==> config.mk <==
export PLATFORM = sky130hd
export DESIGN_NAME = utf8_stream_decoder
export DESIGN_NICKNAME = d
export VERILOG_FILES = /design/src/rtl/utf8sd_pkg.sv /design/src/rtl/utf8sd_decode.sv /design/src/rtl/utf8sd_emit.sv /design/src/rtl/utf8_stream_decoder.sv
export SDC_FILE = /design/constraint.sdc
export NUM_CORES = 1
export LEC_CHECK = 0
export BUFFER_PORTS_ARGS = -buffer_cell sky130_fd_sc_hd__buf_2
export CELL_PAD_IN_SITES_DETAIL_PLACEMENT = 0
export CELL_PAD_IN_SITES_GLOBAL_PLACEMENT = 1
export CORE_MARGIN = 2
export CORE_UTILIZATION = 35
export DETAILED_ROUTE_END_ITERATION = 12
export PLACE_DENSITY_LB_ADDON = 0.1
export SYNTH_ARGS = -nofsm -noshare
export SYNTH_HDL_FRONTEND = slang
export SYNTH_HIERARCHICAL = 1
export SYNTH_SLANG_ARGS = --single-unit
==> constraint.sdc <==
create_clock -name clk -period 4.1 [get_ports clk]
set_clock_uncertainty 0.2 [all_clocks]
set_input_delay 0.205 -clock clk [delete_from_list [all_inputs] [get_ports clk]]
set_output_delay 0.205 -clock clk [all_outputs]
set_load 0.05 [all_outputs]
==> src/rtl/utf8sd_pkg.sv <==
package utf8sd_pkg;

  localparam logic [20:0] ERROR_CP  = 21'h00FFFD;
  localparam logic [20:0] SURR_LO   = 21'h00D800;
  localparam logic [20:0] SURR_HI   = 21'h00DFFF;
  localparam logic [7:0]  CONT_LO   = 8'h80;
  localparam logic [7:0]  CONT_HI   = 8'hBF;
  localparam logic [7:0]  LEAD2_VAL = 8'hC0;
  localparam logic [7:0]  LEAD2_MSK = 8'hE0;
  localparam logic [7:0]  LEAD3_VAL = 8'hE0;
  localparam logic [7:0]  LEAD3_MSK = 8'hF0;
  localparam logic [7:0]  LEAD4_VAL = 8'hF0;
  localparam logic [7:0]  LEAD4_MSK = 8'hF8;
  localparam logic [7:0]  LEAD2_BITS = 8'h1F;
  localparam logic [7:0]  LEAD3_BITS = 8'h0F;
  localparam logic [7:0]  LEAD4_BITS = 8'h07;
  localparam logic [7:0]  CONT_BITS  = 8'h3F;

  localparam logic [2:0]  LEN_NONE = 3'd0;
  localparam logic [2:0]  LEN_1    = 3'd1;
  localparam logic [2:0]  LEN_2    = 3'd2;
  localparam logic [2:0]  LEN_3    = 3'd3;
  localparam logic [2:0]  LEN_4    = 3'd4;

  typedef struct packed {
    logic [7:0] data_byte;
    logic       end_of_stream;
  } in_item_t;

  typedef struct packed {
    logic [20:0] code_point;
    logic        is_error;
    logic [2:0]  byte_count;
    logic        last_of_run;
  } out_item_t;

  // Results of one byte: err_cnt error results, then an optional good one.
  typedef struct packed {
    logic [2:0]  err_cnt;
    logic        has_good;
    logic [20:0] good_cp;
    logic [2:0]  good_len;
  } run_t;

endpackage

==> src/rtl/utf8sd_decode.sv <==
module utf8sd_decode
  import utf8sd_pkg::*;
(
  input  logic     clk,
  input  logic     rst_n,
  input  logic     advance,
  input  in_item_t item,
  output run_t     run
);

  logic [20:0] pv_r, pv_nxt;
  logic [2:0]  el_r, el_nxt;
  logic [1:0]  cc_r, cc_nxt;

  logic [7:0]  b;
  logic        eos;
  logic        is_cont;
  logic [20:0] pv_sh;
  logic [1:0]  cc_inc;
  logic        done;
  logic        surr;

  assign b       = item.data_byte;
  assign eos     = item.end_of_stream;
  assign is_cont = (b >= CONT_LO) && (b <= CONT_HI);
  assign pv_sh   = {pv_r[14:0], b[5:0] & CONT_BITS[5:0]};
  assign cc_inc  = cc_r + 2'd1;
  assign done    = ({1'b0, cc_inc} + 3'd1) >= el_r;
  assign surr    = (pv_sh >= SURR_LO) && (pv_sh <= SURR_HI);

  always_comb begin
    logic consumed;
    consumed      = 1'b0;
    pv_nxt        = pv_r;
    el_nxt        = el_r;
    cc_nxt        = cc_r;
    run.err_cnt   = 3'd0;
    run.has_good  = 1'b0;
    run.good_cp   = pv_sh;
    run.good_len  = el_r;

    if (el_r != LEN_NONE) begin
      if (is_cont) begin
        consumed = 1'b1;
        if (done || eos) begin
          // sequence ends here: good value or one error per byte taken
          if (done && !surr) begin
            run.has_good = 1'b1;
          end else begin
            run.err_cnt = {1'b0, cc_inc} + 3'd1;
          end
          pv_nxt = '0;
          el_nxt = LEN_NONE;
          cc_nxt = 2'd0;
        end else begin
          pv_nxt = pv_sh;
          cc_nxt = cc_inc;
        end
      end else begin
        run.err_cnt = {1'b0, cc_r} + 3'd1;
        pv_nxt = '0;
        el_nxt = LEN_NONE;
        cc_nxt = 2'd0;
      end
    end

    if (!consumed) begin
      if (b[7] == 1'b0) begin
        run.has_good = 1'b1;
        run.good_cp  = {13'd0, b};
        run.good_len = LEN_1;
      end else if ((b & LEAD2_MSK) == LEAD2_VAL) begin
        pv_nxt = {13'd0, b & LEAD2_BITS};
        el_nxt = LEN_2;
        cc_nxt = 2'd0;
      end else if ((b & LEAD3_MSK) == LEAD3_VAL) begin
        pv_nxt = {13'd0, b & LEAD3_BITS};
        el_nxt = LEN_3;
        cc_nxt = 2'd0;
      end else if ((b & LEAD4_MSK) == LEAD4_VAL) begin
        pv_nxt = {13'd0, b & LEAD4_BITS};
        el_nxt = LEN_4;
        cc_nxt = 2'd0;
      end else begin
        run.err_cnt = run.err_cnt + 3'd1;
      end
      // a lead right at end of stream is a truncated sequence
      if (eos && el_nxt != LEN_NONE) begin
        run.err_cnt = run.err_cnt + 3'd1;
        pv_nxt = '0;
        el_nxt = LEN_NONE;
        cc_nxt = 2'd0;
      end
    end
  end

  always_ff @(posedge clk) begin
    if (!rst_n) begin
      pv_r <= '0;
      el_r <= LEN_NONE;
      cc_r <= 2'd0;
    end else if (advance) begin
      pv_r <= pv_nxt;
      el_r <= el_nxt;
      cc_r <= cc_nxt;
    end
  end

endmodule

==> src/rtl/utf8sd_emit.sv <==
module utf8sd_emit
  import utf8sd_pkg::*;
(
  input  logic      clk,
  input  logic      rst_n,
  input  logic      load,
  input  run_t      run,
  output logic      free,
  output logic      out_valid,
  input  logic      out_ready,
  output out_item_t out_data
);

  logic [2:0]  err_cnt_r, err_cnt_nxt;
  logic        has_good_r, has_good_nxt;
  logic [20:0] good_cp_r;
  logic [2:0]  good_len_r;
  logic        last;

  assign out_valid = (err_cnt_r != 3'd0) || has_good_r;
  assign last      = (err_cnt_r == 3'd0) || ((err_cnt_r == 3'd1) && !has_good_r);
  assign free      = !out_valid || (out_ready && last);

  always_comb begin
    if (err_cnt_r != 3'd0) begin
      out_data.code_point = ERROR_CP;
      out_data.is_error   = 1'b1;
      out_data.byte_count = 3'd0;
    end else begin
      out_data.code_point = good_cp_r;
      out_data.is_error   = 1'b0;
      out_data.byte_count = good_len_r;
    end
    out_data.last_of_run = last;
  end

  always_comb begin
    err_cnt_nxt  = err_cnt_r;
    has_good_nxt = has_good_r;
    if (load) begin
      err_cnt_nxt  = run.err_cnt;
      has_good_nxt = run.has_good;
    end else if (out_valid && out_ready) begin
      if (err_cnt_r != 3'd0) begin
        err_cnt_nxt = err_cnt_r - 3'd1;
      end else begin
        has_good_nxt = 1'b0;
      end
    end
  end

  always_ff @(posedge clk) begin
    if (!rst_n) begin
      err_cnt_r  <= 3'd0;
      has_good_r <= 1'b0;
    end else begin
      err_cnt_r  <= err_cnt_nxt;
      has_good_r <= has_good_nxt;
    end
  end

  always_ff @(posedge clk) begin
    if (load) begin
      good_cp_r  <= run.good_cp;
      good_len_r <= run.good_len;
    end
  end

endmodule

==> src/rtl/utf8_stream_decoder.sv <==
// Channel  | Signals                         | Payload
// ---------+---------------------------------+------------------------------
// input    | in_valid, in_ready, in_data     | data_byte, end_of_stream
// output   | out_valid, out_ready, out_data  | code_point, is_error,
//          |                                 | byte_count, last_of_run
//
// One byte is accepted per cycle unless the held byte cannot move on. A byte
// is loaded into the result register once that is free; its first result
// shows from there. A byte that yields k results holds the result register
// until all k are taken (k is at most 4), so input backs up behind an error flush.
// rst_n is synchronous: it clears the pending sequence and both valid stages.
// With out_ready low one byte still waits in the input register.
module utf8_stream_decoder
  import utf8sd_pkg::*;
(
  input  logic      clk,
  input  logic      rst_n,
  input  logic      in_valid,
  output logic      in_ready,
  input  in_item_t  in_data,
  output logic      out_valid,
  input  logic      out_ready,
  output out_item_t out_data
);

  logic     in_vld_r, in_vld_nxt;
  in_item_t item_r;
  logic     run_free;
  logic     advance;
  run_t     run;

  assign advance  = in_vld_r && run_free;
  assign in_ready = !in_vld_r || run_free;

  always_comb begin
    in_vld_nxt = in_vld_r;
    if (in_valid && in_ready) begin
      in_vld_nxt = 1'b1;
    end else if (advance) begin
      in_vld_nxt = 1'b0;
    end
  end

  always_ff @(posedge clk) begin
    if (!rst_n) begin
      in_vld_r <= 1'b0;
    end else begin
      in_vld_r <= in_vld_nxt;
    end
  end

  always_ff @(posedge clk) begin
    if (in_valid && in_ready) begin
      item_r <= in_data;
    end
  end

  utf8sd_decode u_decode (
    .clk     (clk),
    .rst_n   (rst_n),
    .advance (advance),
    .item    (item_r),
    .run     (run)
  );

  utf8sd_emit u_emit (
    .clk       (clk),
    .rst_n     (rst_n),
    .load      (advance),
    .run       (run),
    .free      (run_free),
    .out_valid (out_valid),
    .out_ready (out_ready),
    .out_data  (out_data)
  );

endmodule

==> results of run 1 <==
-- power groups by stage --
stage               Combinational, mW  Sequential, mW  Clock [mW]
CTS                              1.38           0.775       0.602
finish                           1.36           0.774       0.587
global route                     1.45           0.787       0.627
detailed placement               1.37           0.787           0
global placement                 1.37           0.786           0
floorplan                        1.12           0.763           0
-- logic make-up after synthesis --
group / share of synthesized area (%)
compound gates: 14.1
xor+xnor: 0.849
fa+ha+maj: 3.64
buf+inv: 5.45
flops: 48.2
mux: 1.17
simple gates: 26.6
-- registers in the layout, summed over array words and instances, names as in the netlist --
register / count
u_emit/good_cp_r: 21
u_emit/has_good_r: 1
u_emit/err_cnt_r: 3
u_emit/good_len_r: 3
in_vld_r: 1
u_decode/cc_r: 2
item_r: 9
u_decode/pv_r: 15
u_decode/el_r: 3
-- layout make-up --
type                       instances  area [um^2]
multi-input combinational        199         1440
timing repair buffer              53          323
tap                              108          135
inverter                          12         45.0
clock buffer                      11          141
fill                             852         4990
clock inverter                     5         77.6
sequential                        58         1490
-- routing by layer --
metal  wire, um  GRT usage [%]  share of wire (%)  up-vias
met5          0              0                  0        -
met4        100           5.77                1.5        0
met3        269           2.86                3.9        8
met2       2890           21.3                 42       57
met1       3570           21.5                 52     1035
li1           -              -                  -     1123
-- worst paths after layout --
path         cells after the start                               end                           from
max                             17  u_emit/err_cnt_r[2]$_SDFFE_PN0P_  u_decode/cc_r[0]$_SDFFE_PN0P_
max reg2reg                     17  u_emit/err_cnt_r[2]$_SDFFE_PN0P_  u_decode/cc_r[0]$_SDFFE_PN0P_
min                              3  u_emit/err_cnt_r[0]$_SDFFE_PN0P_                      out_ready
min reg2reg                      2     u_decode/pv_r[4]$_SDFFE_PN0P_  u_decode/pv_r[4]$_SDFFE_PN0P_
-- synth_stat cells (2+ instances only) --
cell type,number,area share (%)
sky130_fd_sc_hd__clkbuf_1,4,0.48
sky130_fd_sc_hd__a32oi_1,4,1.1
sky130_fd_sc_hd__a21boi_1,3,0.73
sky130_fd_sc_hd__nor2b_4,2,0.89
sky130_fd_sc_hd__nand4_1,3,0.61
sky130_fd_sc_hd__ha_1,9,3.6
sky130_fd_sc_hd__and2_1,24,4.8
sky130_fd_sc_hd__nand3b_1,2,0.48
sky130_fd_sc_hd__a22oi_1,12,2.9
sky130_fd_sc_hd__and2_2,2,0.48
sky130_fd_sc_hd__nand2_1,15,1.8
sky130_fd_sc_hd__nand2_2,2,0.40
sky130_fd_sc_hd__a21oi_1,7,1.1
sky130_fd_sc_hd__a31oi_1,3,0.61
sky130_fd_sc_hd__o21ai_0,5,0.81
sky130_fd_sc_hd__buf_4,10,2.4
sky130_fd_sc_hd__or2b_1,3,0.73
sky130_fd_sc_hd__nand3_1,9,1.5
sky130_fd_sc_hd__or3_1,2,0.40
sky130_fd_sc_hd__o21ai_1,3,0.48
sky130_fd_sc_hd__a211oi_1,2,0.48
sky130_fd_sc_hd__nor2_1,6,0.73
sky130_fd_sc_hd__inv_1,11,1.3
sky130_fd_sc_hd__buf_2,5,0.81
sky130_fd_sc_hd__dfxtp_1,25,16
sky130_fd_sc_hd__nor2b_1,17,3.4
sky130_fd_sc_hd__o21a_1,2,0.48
sky130_fd_sc_hd__nor3_1,4,0.65
sky130_fd_sc_hd__nand2b_1,19,3.8
sky130_fd_sc_hd__nor3_2,2,0.65
sky130_fd_sc_hd__xnor2_1,2,0.57
sky130_fd_sc_hd__edfxtp_1,33,32
sky130_fd_sc_hd__o31ai_1,3,0.73
sky130_fd_sc_hd__o211ai_1,2,0.48
-- metrics by stage --
step                setup slack (ns)  cells
finish                         0.311    446
global placement               0.421    420
global route                  0.0319    446
detailed placement             0.350    420
CTS                            0.334    446
floorplan                      0.662    290
-- worst max-delay path, delay by kind of cell (launching register included) --
| family | cells | cell delay, ns |
|---|---|---|
| AO/OA/AOI/OAI | 5 | 0.84 |
| XOR/XNOR | 1 | 0.19 |
| adder cells (fa/ha/maj) | 3 | 0.92 |
| buffers and inverters | 1 | 0.17 |
| flip-flops | 1 | 0.46 |
| multiplexers | 1 | 0.38 |
| AND/OR/NAND/NOR | 6 | 0.51 |
==> report_table.html, run 1 <==
<table>
<tr><th>Metric</th><th>Value</th></tr>
<tr><th colspan="2">Die</th></tr>
<tr><td>X dimension of the die</td><td>98.1 um</td></tr>
<tr><td>Starting density of the core</td><td>35.9%</td></tr>
<tr><td>Floorplan row count</td><td>34</td></tr>
<tr><td>Total die area</td><td>a little under 0.01 mm^2</td></tr>
<tr><td>I/O pin count</td><td>41</td></tr>
<tr><td>Die Y</td><td>between 90 and 100 um</td></tr>
<tr><td>Core outline area</td><td>0.00864 mm^2</td></tr>
<tr><th colspan="2">Drt</th></tr>
<tr><td>Average via count per standard cell</td><td>about 5.0</td></tr>
<tr><td>Antenna Nets Post-Route</td><td>0</td></tr>
<tr><td>Via total after detailed routing</td><td>2,223</td></tr>
<tr><td>Drc violations</td><td>0</td></tr>
<tr><td>DR WL/cell</td><td>15.3 um</td></tr>
<tr><td>Total wire length after detailed routing</td><td>6830 um</td></tr>
<tr><td>Number of DRC markers in iteration 0</td><td>170</td></tr>
<tr><td>Number of optimization iterations in the first detailed-route pass</td><td>4</td></tr>
<tr><th colspan="2">Power and ir drop</th></tr>
<tr><td>Total power per unit cell area</td><td>745 mW/mm^2</td></tr>
<tr><td>Switching power share of the total</td><td>47.8%</td></tr>
<tr><td>Logic gate share of total power</td><td>49.9%</td></tr>
<tr><td>Pint</td><td>1.42 mW</td></tr>
<tr><td>Portion of total power attributed to the clock network</td><td>21.6%</td></tr>
<tr><td>Net switching power figure</td><td>1.30 mW</td></tr>
<tr><td>Post-layout power</td><td>approximately 2.7 mW</td></tr>
<tr><td>Sequential cell fraction of total power</td><td>28.5%</td></tr>
<tr><td>Worst supply voltage drop on vdd</td><td>~390 uV</td></tr>
<tr><td>Reported leakage power</td><td>1.35 nW</td></tr>
<tr><th colspan="2">Global route</th></tr>
<tr><td>First-pass GRT wire length</td><td>11,200 um</td></tr>
<tr><td>Pin count of the biggest net entering global routing</td><td>33</td></tr>
<tr><td>Via count of the first global-routing pass</td><td>2,140</td></tr>
<tr><td>GRT overflow</td><td>0</td></tr>
<tr><td>Initial antenna violation count</td><td>0</td></tr>
<tr><td>Global-route usage over all layers</td><td>14.7%</td></tr>
<tr><th colspan="2">Layout</th></tr>
<tr><td>Signed area change from the synthesized netlist to the final layout</td><td>17.9%</td></tr>
<tr><td>Fraction of final layout cells with drive strength greater than 1</td><td>25.1%</td></tr>
<tr><td>Most frequent cells in the layout</td><td>40 x sky130_fd_sc_hd__buf_2, 33 x sky130_fd_sc_hd__edfxtp_1, 25 x sky130_fd_sc_hd__dfxtp_1</td></tr>
<tr><td>Antenna diode instance count</td><td>0</td></tr>
<tr><td>Most common cell after layout, fill and taps aside</td><td>sky130_fd_sc_hd__buf_2</td></tr>
<tr><td>Post-route core utilization</td><td>42.3%</td></tr>
<tr><td>Nets</td><td>approximately 360</td></tr>
<tr><td>Area of all placed cells without fillers</td><td>0.00365 mm^2</td></tr>
<tr><th colspan="2">Timing</th></tr>
<tr><td>Hold Worst Slack</td><td>0.0118 ns</td></tr>
<tr><td>Maximum operating frequency</td><td>0.264 GHz</td></tr>
<tr><td>Final Hold Viols</td><td>0</td></tr>
<tr><td>Max-slew violations</td><td>0</td></tr>
<tr><td>RSZ-0062 raised after global routing</td><td>no</td></tr>
<tr><td>Worst relative slew slack</td><td>46.1%</td></tr>
<tr><td>Minimum clock period after layout</td><td>approximately 3.8 ns</td></tr>
<tr><td>TNS Setup</td><td>0 ns</td></tr>
<tr><td>Actual transition at the worst max-transition pin</td><td>0.802 ns</td></tr>
<tr><td>Period utilization</td><td>between 90 and 100%</td></tr>
<tr><td>Final setup vio count</td><td>0</td></tr>
<tr><th colspan="2">Clock tree</th></tr>
<tr><td>Clock latency at the later pin of the worst-skew pair</td><td>~0.34 ns</td></tr>
<tr><td>Number of clock buffers inserted by TritonCTS</td><td>9</td></tr>
<tr><td>Clock Tree Root</td><td>sky130_fd_sc_hd__clkbuf_8</td></tr>
<tr><td>Buffers inserted during post-CTS setup optimization</td><td>0</td></tr>
<tr><td>Maximum buffer depth of the clock tree</td><td>2</td></tr>
<tr><td>Cts repair resizes</td><td>0</td></tr>
<tr><td>Clk pin slew, worst setup/hold paths</td><td>0.07 ns</td></tr>
<tr><td>Hold-fix buffers at CTS</td><td>10</td></tr>
<tr><td>TritonCTS clock tree</td><td>built</td></tr>
<tr><td>Clock Sink Count</td><td>a little under 60</td></tr>
<tr><td>H-tree depth</td><td>3</td></tr>
<tr><th colspan="2">Synthesis</th></tr>
<tr><td>Primary FF master, synth</td><td>sky130_fd_sc_hd__edfxtp_1</td></tr>
<tr><td>Total of warnings raised by yosys</td><td>6</td></tr>
<tr><td>Synthesized cell area</td><td>0.00310 mm^2</td></tr>
<tr><td>Post-synth net total</td><td>~310</td></tr>
<tr><td>Mean instance size in the synthesized netlist</td><td>between 10 and 15 um^2</td></tr>
<tr><td>Fraction of the yosys area taken by sequential cells</td><td>between 40 and 50%</td></tr>
<tr><td>Synthesis-stage register bit count</td><td>58</td></tr>
<tr><td>Synthesized instance count</td><td>slightly below 300</td></tr>
<tr><td>Async S/R FF share, synth</td><td>0%</td></tr>
<tr><td>Number of enable flip-flop cells after synthesis</td><td>33</td></tr>
<tr><td>Count of unique library cells instantiated by Yosys</td><td>67</td></tr>
<tr><th colspan="2">Place</th></tr>
<tr><td>Cell area reported after detailed placement</td><td>0.00333 mm^2</td></tr>
<tr><td>IO buf count</td><td>40</td></tr>
<tr><td>GPL Wtd Cong</td><td>between 0.8 and 0.9</td></tr>
<tr><td>Post-detailed-placement half-perimeter wirelength</td><td>roughly 4700 um</td></tr>
<tr><th colspan="2">Job</th></tr>
<tr><td>Reported max-cap violation count</td><td>0</td></tr>
<tr><th colspan="2">Critical path</th></tr>
<tr><td>Cell breakdown of the critical path</td><td>inv_1, ha_1, xor2_1, ha_1, nand2_1, o21ai_2, mux2_4, nand2_2, a31oi_2, ha_1, nand2_1, nand2_1, a21oi_1, nor4_1, nand3b_1, o21ai_0, a21oi_1</td></tr>
<tr><td>Critical path data arrival time</td><td>between 3 and 4 ns</td></tr>
<tr><td>Worst setup SP type</td><td>flop</td></tr>
<tr><td>Delay of the slowest cell on the worst path</td><td>0.46 ns</td></tr>
<tr><td>Type of element capturing the critical path</td><td>flop</td></tr>
<tr><td>Register-to-Register Setup Slack</td><td>0.31 ns</td></tr>
<tr><td>Category of the critical setup timing path</td><td>reg2reg</td></tr>
<tr><td>Highest fanout seen on the critical path</td><td>8</td></tr>
<tr><td>Crit path required time</td><td>4.12 ns</td></tr>
<tr><td>Library cell contributing the largest single delay on the critical path</td><td>sky130_fd_sc_hd__dfxtp_1</td></tr>
<tr><th colspan="2">Status</th></tr>
<tr><td>Result of the run</td><td>finished clean</td></tr>
<tr><th colspan="2">Worst hold path</th></tr>
<tr><td>Path class of the lowest-slack min-delay path</td><td>in2reg</td></tr>
</table>
Power figures use the tool's default switching activity.
==> inputs of run 2 (changes only) <==
--- a/config.mk
+++ b/config.mk
@@ -12,6 +12,7 @@
 export CORE_UTILIZATION = 35
 export DETAILED_ROUTE_END_ITERATION = 12
 export PLACE_DENSITY_LB_ADDON = 0.1
+export REMOVE_ABC_BUFFERS = 1
 export SYNTH_ARGS = -nofsm -noshare
 export SYNTH_HDL_FRONTEND = slang
 export SYNTH_HIERARCHICAL = 1
==> report_table.html, run 2 (synthesis gave the netlist of run 1 again) <==
<table>
<tr><th>Metric</th><th>Value</th></tr>
<tr><th colspan="2">Status</th></tr>
<tr><td>Result of the run</td><td>finished clean</td></tr>
<tr><th colspan="2">Layout</th></tr>
<tr><td>Signed area change from the synthesized netlist to the final layout</td><td>18.2%</td></tr>
<tr><td>Fraction of final layout cells with drive strength greater than 1</td><td>25.4% (+0.30 points)</td></tr>
<tr><td>Most common cell after layout, fill and taps aside</td><td>sky130_fd_sc_hd__buf_2</td></tr>
<tr><td>Non-filler cells in the finished layout</td><td>446 (unchanged)</td></tr>
<tr><td>Post-route core utilization</td><td>42.4% (+0.12 points)</td></tr>
<tr><td>Nets</td><td>355 (unchanged)</td></tr>
<tr><td>Most frequent cells in the layout</td><td>40 x sky130_fd_sc_hd__buf_2, 33 x sky130_fd_sc_hd__edfxtp_1, 25 x sky130_fd_sc_hd__dfxtp_1</td></tr>
<tr><td>Biggest registers after layout</td><td>u_emit/good_cp_r: 21 flops, u_decode/pv_r: 15 flops, item_r: 9 flops</td></tr>
<tr><td>Register name with the most flops</td><td>u_emit/good_cp_r</td></tr>
<tr><td>Antenna diode instance count</td><td>0 (unchanged)</td></tr>
<tr><td>Largest register FFs</td><td>21 (unchanged)</td></tr>
<tr><th colspan="2">Global route</th></tr>
<tr><td>Pin count of the biggest net entering global routing</td><td>28 (-15%)</td></tr>
<tr><td>Via count of the first global-routing pass</td><td>2,147 (+0.33%)</td></tr>
<tr><td>First-pass GRT wire length</td><td>10,800 um (-2.8%)</td></tr>
<tr><td>Global-route usage over all layers</td><td>14.4% (-0.29 points)</td></tr>
<tr><td>Initial antenna violation count</td><td>0 (unchanged)</td></tr>
<tr><td>GRT overflow</td><td>0 (unchanged)</td></tr>
<tr><th colspan="2">Critical path</th></tr>
<tr><td>Highest fanout seen on the critical path</td><td>8 (unchanged)</td></tr>
<tr><td>Register-to-Register Setup Slack</td><td>0.32 ns (about the same)</td></tr>
<tr><td>Crit path required time</td><td>4.11 ns (about the same)</td></tr>
<tr><td>Category of the critical setup timing path</td><td>reg2reg</td></tr>
<tr><td>Type of element capturing the critical path</td><td>flop</td></tr>
<tr><td>Critical path data arrival time</td><td>3.79 ns (-0.02 ns)</td></tr>
<tr><td>Critical register-to-register path endpoint</td><td>u_emit/err_cnt_r[2]$_SDFFE_PN0P_</td></tr>
<tr><td>RR Startpoint</td><td>u_decode/cc_r[0]$_SDFFE_PN0P_</td></tr>
<tr><td>R2R depth</td><td>17 (unchanged)</td></tr>
<tr><td>Worst setup SP type</td><td>flop</td></tr>
<tr><th colspan="2">Drt</th></tr>
<tr><td>Via total after detailed routing</td><td>2,247 (+1.1%)</td></tr>
<tr><td>Number of optimization iterations in the first detailed-route pass</td><td>4 (unchanged)</td></tr>
<tr><td>Antenna Nets Post-Route</td><td>0 (unchanged)</td></tr>
<tr><td>Drc violations</td><td>0 (unchanged)</td></tr>
<tr><td>Number of DRC markers in iteration 0</td><td>172 (+1.2%)</td></tr>
<tr><td>Average via count per standard cell</td><td>5.04 (+1.1%)</td></tr>
<tr><td>Total wire length after detailed routing</td><td>6650 um (-2.7%)</td></tr>
<tr><td>DR WL/cell</td><td>14.9 um (-2.7%)</td></tr>
<tr><th colspan="2">Timing</th></tr>
<tr><td>Maximum operating frequency</td><td>0.264 GHz (+0.18%)</td></tr>
<tr><td>Actual transition at the worst max-transition pin</td><td>0.846 ns (+0.0441 ns)</td></tr>
<tr><td>Worst relative slew slack</td><td>43.2% (-3.0 points)</td></tr>
<tr><td>Period utilization</td><td>92.2% (-0.16 points)</td></tr>
<tr><td>Final Hold Viols</td><td>0 (unchanged)</td></tr>
<tr><td>Minimum clock period after layout</td><td>3.78 ns (-0.00667 ns)</td></tr>
<tr><td>Final setup vio count</td><td>0 (unchanged)</td></tr>
<tr><td>TNS Setup</td><td>0 ns (unchanged)</td></tr>
<tr><td>Hold Worst Slack</td><td>0.0252 ns (+0.0134 ns)</td></tr>
<tr><td>RSZ-0062 raised after global routing</td><td>no</td></tr>
<tr><td>Max-slew violations</td><td>0 (unchanged)</td></tr>
<tr><th colspan="2">Power and ir drop</th></tr>
<tr><td>Total power per unit cell area</td><td>745 mW/mm^2 (about the same)</td></tr>
<tr><td>Post-layout power</td><td>2.73 mW (+0.32%)</td></tr>
<tr><td>Reported leakage power</td><td>1.35 nW (+0.42%)</td></tr>
<tr><td>Worst supply voltage drop on vdd</td><td>308 uV (-20%)</td></tr>
<tr><th colspan="2">Die</th></tr>
<tr><td>Die Y</td><td>98.1 um (unchanged)</td></tr>
<tr><td>Starting density of the core</td><td>35.9% (unchanged)</td></tr>
<tr><td>Floorplan row count</td><td>34 (unchanged)</td></tr>
<tr><td>Total die area</td><td>0.00962 mm^2 (unchanged)</td></tr>
<tr><td>X dimension of the die</td><td>98.1 um (unchanged)</td></tr>
<tr><td>Core outline area</td><td>0.00864 mm^2 (unchanged)</td></tr>
<tr><td>I/O pin count</td><td>41 (unchanged)</td></tr>
<tr><th colspan="2">Place</th></tr>
<tr><td>Placed Instances</td><td>420 (unchanged)</td></tr>
<tr><td>Post-detailed-placement half-perimeter wirelength</td><td>4550 um (-2.2%)</td></tr>
<tr><td>GPL Wtd Cong</td><td>0.874 (-0.30%)</td></tr>
<tr><td>IO buf count</td><td>40 (unchanged)</td></tr>
<tr><th colspan="2">Job</th></tr>
<tr><td>Reported max-cap violation count</td><td>0 (unchanged)</td></tr>
<tr><th colspan="2">Clock tree</th></tr>
<tr><td>Clock Sink Count</td><td>58 (unchanged)</td></tr>
<tr><td>H-tree depth</td><td>3 (unchanged)</td></tr>
<tr><td>Number of clock buffers inserted by TritonCTS</td><td>9 (unchanged)</td></tr>
<tr><td>Buffers inserted during post-CTS setup optimization</td><td>0 (unchanged)</td></tr>
<tr><td>Hold-fix buffers at CTS</td><td>10 (unchanged)</td></tr>
<tr><td>Cts repair resizes</td><td>0 (unchanged)</td></tr>
<tr><td>Clock Tree Root</td><td>sky130_fd_sc_hd__clkbuf_8</td></tr>
<tr><td>TritonCTS clock tree</td><td>built</td></tr>
<tr><td>Clk pin slew, worst setup/hold paths</td><td>0.06 ns (about the same)</td></tr>
<tr><td>Clock latency at the later pin of the worst-skew pair</td><td>0.33 ns (about the same)</td></tr>
<tr><td>Maximum buffer depth of the clock tree</td><td>2 (unchanged)</td></tr>
<tr><th colspan="2">Worst hold path</th></tr>
<tr><td>Hold Startpoint</td><td>out_ready</td></tr>
<tr><td>Path class of the lowest-slack min-delay path</td><td>in2reg</td></tr>
<tr><td>Worst Hold Depth</td><td>3 (unchanged)</td></tr>
<tr><td>Hold endpoint</td><td>u_emit/err_cnt_r[0]$_SDFFE_PN0P_</td></tr>
</table>
run 2: changes by cell type in the layout (fill, tap and decap cells not counted):
cell	previous run	this run
sky130_fd_sc_hd__clkbuf_8	10	11
sky130_fd_sc_hd__clkinv_1	1	0
run 2: final cells by class:
type | instances | area, um^2
Clock inverter | 4 | 73.8
Tap cell | 108 | 135
Clock buffer | 12 | 155
Multi-Input combinational cell | 199 | 1440
Inverter | 12 | 45.0
Timing Repair Buffer | 53 | 323
Fill cell | 849 | 4980
Sequential cell | 58 | 1490
run 2: how the worst max path moves through the flow:
stage	startpoint	end	slack [ns]	depth (start not counted)
after global placement	u_decode/cc_r[0]$_SDFFE_PN0P_	u_emit/err_cnt_r[2]$_SDFFE_PN0P_	0.43	17
after floorplan	u_decode/cc_r[0]$_SDFFE_PN0P_	u_emit/err_cnt_r[2]$_SDFFE_PN0P_	0.66	17
final	u_decode/cc_r[0]$_SDFFE_PN0P_	u_emit/err_cnt_r[2]$_SDFFE_PN0P_	0.32	17
after CTS	u_decode/cc_r[0]$_SDFFE_PN0P_	u_emit/err_cnt_r[2]$_SDFFE_PN0P_	0.34	17
after global routing	u_decode/cc_r[0]$_SDFFE_PN0P_	u_emit/err_cnt_r[2]$_SDFFE_PN0P_	0.01	17
after detailed placement	u_decode/cc_r[0]$_SDFFE_PN0P_	u_emit/err_cnt_r[2]$_SDFFE_PN0P_	0.36	17
run 2: per-stage QoR:
step	cell area, um^2	worst slack, ns
floorplan	2970	0.658
global placement	3330	0.428
detailed placement	3330	0.360
CTS	3660	0.338
global route	3660	0.0107
finish	3660	0.318
run 2: worst max-delay path: stages, from the launching register on:
cell,delay [ns]
sky130_fd_sc_hd__dfxtp_1,0.43
sky130_fd_sc_hd__inv_1,0.17
sky130_fd_sc_hd__ha_1,0.41
sky130_fd_sc_hd__xor2_1,0.20
sky130_fd_sc_hd__ha_1,0.29
sky130_fd_sc_hd__nand2_1,0.07
sky130_fd_sc_hd__o21ai_2,0.35
sky130_fd_sc_hd__mux2_4,0.37
sky130_fd_sc_hd__nand2_2,0.08
sky130_fd_sc_hd__a31oi_2,0.08
sky130_fd_sc_hd__ha_1,0.22
sky130_fd_sc_hd__nand2_1,0.09
sky130_fd_sc_hd__nand2_1,0.06
sky130_fd_sc_hd__a21oi_1,0.21
sky130_fd_sc_hd__nor4_1,0.07
sky130_fd_sc_hd__nand3b_1,0.16
sky130_fd_sc_hd__o21ai_0,0.14
sky130_fd_sc_hd__a21oi_1,0.05
run 2: metal layers:
layer  wire length [um]  up-vias  GRT usage [%]
li1                   -     1118              -
met1               3400     1048           20.0
met2               2800       67           21.1
met3                305       14           3.08
met4                141        0           7.37
met5                  0        -              0
run 2: power breakdown:
part | switching, mW | internal (mW) | leakage [nW]
clock | 0.218 | 0.376 | 0.117
combinational | 1.02 | 0.338 | 0.723
sequential | 0.0490 | 0.723 | 0.515
==> inputs of run 3 (changes only) <==
--- a/config.mk
+++ b/config.mk
@@ -9,7 +9,7 @@
 export CELL_PAD_IN_SITES_DETAIL_PLACEMENT = 0
 export CELL_PAD_IN_SITES_GLOBAL_PLACEMENT = 1
 export CORE_MARGIN = 2
-export CORE_UTILIZATION = 35
+export CORE_UTILIZATION = 40
 export DETAILED_ROUTE_END_ITERATION = 12
 export PLACE_DENSITY_LB_ADDON = 0.1
 export REMOVE_ABC_BUFFERS = 1
==> report_table.html, run 3 (synthesis gave the netlist of run 1 again) <==
<table>
<tr><th>Metric</th><th>Value</th></tr>
<tr><th colspan="2">Power and ir drop</th></tr>
<tr><td>Total power per unit cell area</td><td>732 mW/mm^2 (-1.7%)</td></tr>
<tr><td>Post-layout power</td><td>2.66 mW (-2.7%)</td></tr>
<tr><td>Reported leakage power</td><td>1.35 nW (-0.59%)</td></tr>
<tr><td>Worst supply voltage drop on vdd</td><td>380 uV (+23%)</td></tr>
<tr><th colspan="2">Clock tree</th></tr>
<tr><td>Clock latency at the later pin of the worst-skew pair</td><td>0.33 ns (about the same)</td></tr>
<tr><td>Clock Sink Count</td><td>58 (unchanged)</td></tr>
<tr><td>Clock Tree Root</td><td>sky130_fd_sc_hd__clkbuf_8</td></tr>
<tr><td>Clk pin slew, worst setup/hold paths</td><td>0.06 ns (about the same)</td></tr>
<tr><td>Maximum buffer depth of the clock tree</td><td>2 (unchanged)</td></tr>
<tr><td>H-tree depth</td><td>3 (unchanged)</td></tr>
<tr><td>TritonCTS clock tree</td><td>built</td></tr>
<tr><td>Number of clock buffers inserted by TritonCTS</td><td>9 (unchanged)</td></tr>
<tr><th colspan="2">Timing</th></tr>
<tr><td>TNS Setup</td><td>0 ns (unchanged)</td></tr>
<tr><td>Final Hold Viols</td><td>0 (unchanged)</td></tr>
<tr><td>Minimum clock period after layout</td><td>3.81 ns (+0.0305 ns)</td></tr>
<tr><td>Actual transition at the worst max-transition pin</td><td>0.506 ns (-0.340 ns)</td></tr>
<tr><td>Max-slew violations</td><td>0 (unchanged)</td></tr>
<tr><td>Worst relative slew slack</td><td>66.2% (+23 points)</td></tr>
<tr><td>RSZ-0062 raised after global routing</td><td>no</td></tr>
<tr><td>Final setup vio count</td><td>0 (unchanged)</td></tr>
<tr><td>Maximum operating frequency</td><td>0.262 GHz (-0.80%)</td></tr>
<tr><td>Period utilization</td><td>93.0% (+0.74 points)</td></tr>
<tr><td>Hold Worst Slack</td><td>0.0229 ns (-0.00229 ns)</td></tr>
<tr><th colspan="2">Die</th></tr>
<tr><td>I/O pin count</td><td>41 (unchanged)</td></tr>
<tr><td>Die Y</td><td>92.0 um (-6.2%)</td></tr>
<tr><td>Floorplan row count</td><td>32 (-5.9%)</td></tr>
<tr><td>Core outline area</td><td>0.00761 mm^2 (-12%)</td></tr>
<tr><td>X dimension of the die</td><td>92.0 um (-6.2%)</td></tr>
<tr><td>Starting density of the core</td><td>40.7% (+4.8 points)</td></tr>
<tr><td>Total die area</td><td>0.00846 mm^2 (-12%)</td></tr>
<tr><th colspan="2">Global route</th></tr>
<tr><td>Initial antenna violation count</td><td>0 (unchanged)</td></tr>
<tr><td>Global-route usage over all layers</td><td>16.3% (+1.9 points)</td></tr>
<tr><td>Via count of the first global-routing pass</td><td>2,111 (-1.7%)</td></tr>
<tr><td>GRT overflow</td><td>0 (unchanged)</td></tr>
<tr><td>Pin count of the biggest net entering global routing</td><td>28 (unchanged)</td></tr>
<tr><td>First-pass GRT wire length</td><td>10,500 um (-3.2%)</td></tr>
<tr><th colspan="2">Critical path</th></tr>
<tr><td>Cell breakdown of the critical path</td><td>inv_1, ha_1, xor2_1, ha_1, nand2_1, o21ai_2, mux2_4, nand2_2, a31oi_2, ha_1, nand2_1, nand2_1, a21oi_1, nor4_1, nand3b_1, o21ai_0, a21oi_1</td></tr>
<tr><td>Worst setup SP type</td><td>flop</td></tr>
<tr><td>Crit path buffers/inverters</td><td>1 (unchanged)</td></tr>
<tr><td>RR Startpoint</td><td>u_decode/cc_r[0]$_SDFFE_PN0P_</td></tr>
<tr><td>Crit path required time</td><td>4.11 ns (about the same)</td></tr>
<tr><td>Register-to-Register Setup Slack</td><td>0.29 ns (-0.03 ns)</td></tr>
<tr><td>Largest delay contributor family on the critical path</td><td>adder cells</td></tr>
<tr><td>CP Launch Point</td><td>u_decode/cc_r[0]$_SDFFE_PN0P_</td></tr>
<tr><td>Type of element capturing the critical path</td><td>flop</td></tr>
<tr><td>Category of the critical setup timing path</td><td>reg2reg</td></tr>
<tr><td>Critical path data arrival time</td><td>3.82 ns (+0.03 ns)</td></tr>
<tr><td>Delay of the slowest cell on the worst path</td><td>0.44 ns (about the same)</td></tr>
<tr><td>Library cell contributing the largest single delay on the critical path</td><td>sky130_fd_sc_hd__dfxtp_1</td></tr>
<tr><td>Highest fanout seen on the critical path</td><td>8 (unchanged)</td></tr>
<tr><th colspan="2">Drt</th></tr>
<tr><td>Average via count per standard cell</td><td>5.10 (+1.2%)</td></tr>
<tr><td>Antenna Nets Post-Route</td><td>0 (unchanged)</td></tr>
<tr><td>Drc violations</td><td>0 (unchanged)</td></tr>
<tr><td>Number of DRC markers in iteration 0</td><td>92 (-47%)</td></tr>
<tr><td>Via total after detailed routing</td><td>2,249 (+0.089%)</td></tr>
<tr><td>DR WL/cell</td><td>15.2 um (+1.9%)</td></tr>
<tr><td>Total wire length after detailed routing</td><td>6700 um (+0.77%)</td></tr>
<tr><td>Number of optimization iterations in the first detailed-route pass</td><td>4 (unchanged)</td></tr>
<tr><th colspan="2">Job</th></tr>
<tr><td>Reported max-cap violation count</td><td>0 (unchanged)</td></tr>
<tr><th colspan="2">Place</th></tr>
<tr><td>Post-detailed-placement half-perimeter wirelength</td><td>4470 um (-1.8%)</td></tr>
<tr><td>IO buf count</td><td>40 (unchanged)</td></tr>
<tr><td>GPL Wtd Cong</td><td>0.839 (-4.0%)</td></tr>
<tr><th colspan="2">Layout</th></tr>
<tr><td>Biggest registers after layout</td><td>u_emit/good_cp_r: 21 flops, u_decode/pv_r: 15 flops, item_r: 9 flops</td></tr>
<tr><td>Register name with the most flops</td><td>u_emit/good_cp_r</td></tr>
<tr><td>Most common cell after layout, fill and taps aside</td><td>sky130_fd_sc_hd__buf_2</td></tr>
<tr><td>Antenna diode instance count</td><td>0 (unchanged)</td></tr>
<tr><td>Signed area change from the synthesized netlist to the final layout</td><td>17.1%</td></tr>
<tr><td>Largest register FFs</td><td>21 (unchanged)</td></tr>
<tr><td>Most frequent cells in the layout</td><td>40 x sky130_fd_sc_hd__buf_2, 33 x sky130_fd_sc_hd__edfxtp_1, 25 x sky130_fd_sc_hd__dfxtp_1</td></tr>
<tr><td>Nets</td><td>356 (+0.28%)</td></tr>
<tr><td>Fraction of final layout cells with drive strength greater than 1</td><td>25.7% (+0.22 points)</td></tr>
<tr><th colspan="2">Worst hold path</th></tr>
<tr><td>Hold Startpoint</td><td>out_ready</td></tr>
<tr><td>Path class of the lowest-slack min-delay path</td><td>in2reg</td></tr>
<tr><th colspan="2">Status</th></tr>
<tr><td>Result of the run</td><td>finished clean</td></tr>
</table>
## run 3: changes by cell type in the layout (fill, tap and decap cells not counted), sizes merged
cell | previous run | this run
clkinv | 2 | 4
bufinv | 2 | 1
clkbuf | 12 | 11
buf | 43 | 44
## run 3: what timing repair did
item | 4_1_cts | 5_1_grt
hold buffers | 10 | 0
setup buffers | 0 | 0
gates resized for setup | 0 | 0
endpoints found under the hold margin | 10 | 0
## run 3: path summary, 6_finish.rpt
path	to	cells past startpoint
max	u_emit/err_cnt_r[2]$_SDFFE_PN0P_	17
min	u_emit/err_cnt_r[0]$_SDFFE_PN0P_	3
max reg2reg	u_emit/err_cnt_r[2]$_SDFFE_PN0P_	17
min reg2reg	u_emit/good_cp_r[2]$_DFFE_PP_	0
## run 3: power by group
group / switching (mW) / internal [mW]
Combinational: 1.02 / 0.339
Sequential: 0.0486 / 0.723
Clock: 0.225 / 0.295
## run 3: final cells by class
cell class	instances	area (um^2)
clock buffer	11	141
clock inverter	5	53.8
fill	728	3980
inverter	12	45.0
multi-input combinational	199	1440
sequential	58	1490
tap	102	128
timing repair buffer	54	330
## run 3: layer usage
metal / part of all wire, % / track usage, % / up-vias / wire length [um]
met5: 0 / 0 / - / 0
met2: 44 / 24.5 / 60 / 2950
li1: - / - / 1120 / -
met3: 5.4 / 3.62 / 14 / 360
met4: 2.4 / 8.08 / 0 / 162
met1: 48 / 22.1 / 1055 / 3220
## run 3: worst register-to-register path, cell delays in order (launching register included)
cell and delay, ns:
sky130_fd_sc_hd__dfxtp_1 0.44, sky130_fd_sc_hd__inv_1 0.16, sky130_fd_sc_hd__ha_1 0.41, sky130_fd_sc_hd__xor2_1 0.20
sky130_fd_sc_hd__ha_1 0.29, sky130_fd_sc_hd__nand2_1 0.07, sky130_fd_sc_hd__o21ai_2 0.37, sky130_fd_sc_hd__mux2_4 0.38
sky130_fd_sc_hd__nand2_2 0.08, sky130_fd_sc_hd__a31oi_2 0.08, sky130_fd_sc_hd__ha_1 0.22, sky130_fd_sc_hd__nand2_1 0.09
sky130_fd_sc_hd__nand2_1 0.06, sky130_fd_sc_hd__a21oi_1 0.21, sky130_fd_sc_hd__nor4_1 0.07, sky130_fd_sc_hd__nand3b_1 0.15
sky130_fd_sc_hd__o21ai_0 0.15, sky130_fd_sc_hd__a21oi_1 0.06
## run 3: through the flow
stage / instances / instance area, um^2 / util (%) / worst slack [ns]
CTS: 441 / 3630 / 47.7 / 0.298
detailed placement: 415 / 3330 / 43.8 / 0.314
finish: 441 / 3630 / 47.7 / 0.288
floorplan: 269 / 2970 / - / 0.658
global placement: 415 / 3330 / 43.8 / 0.426
global route: 441 / 3630 / 47.7 / 0.0346
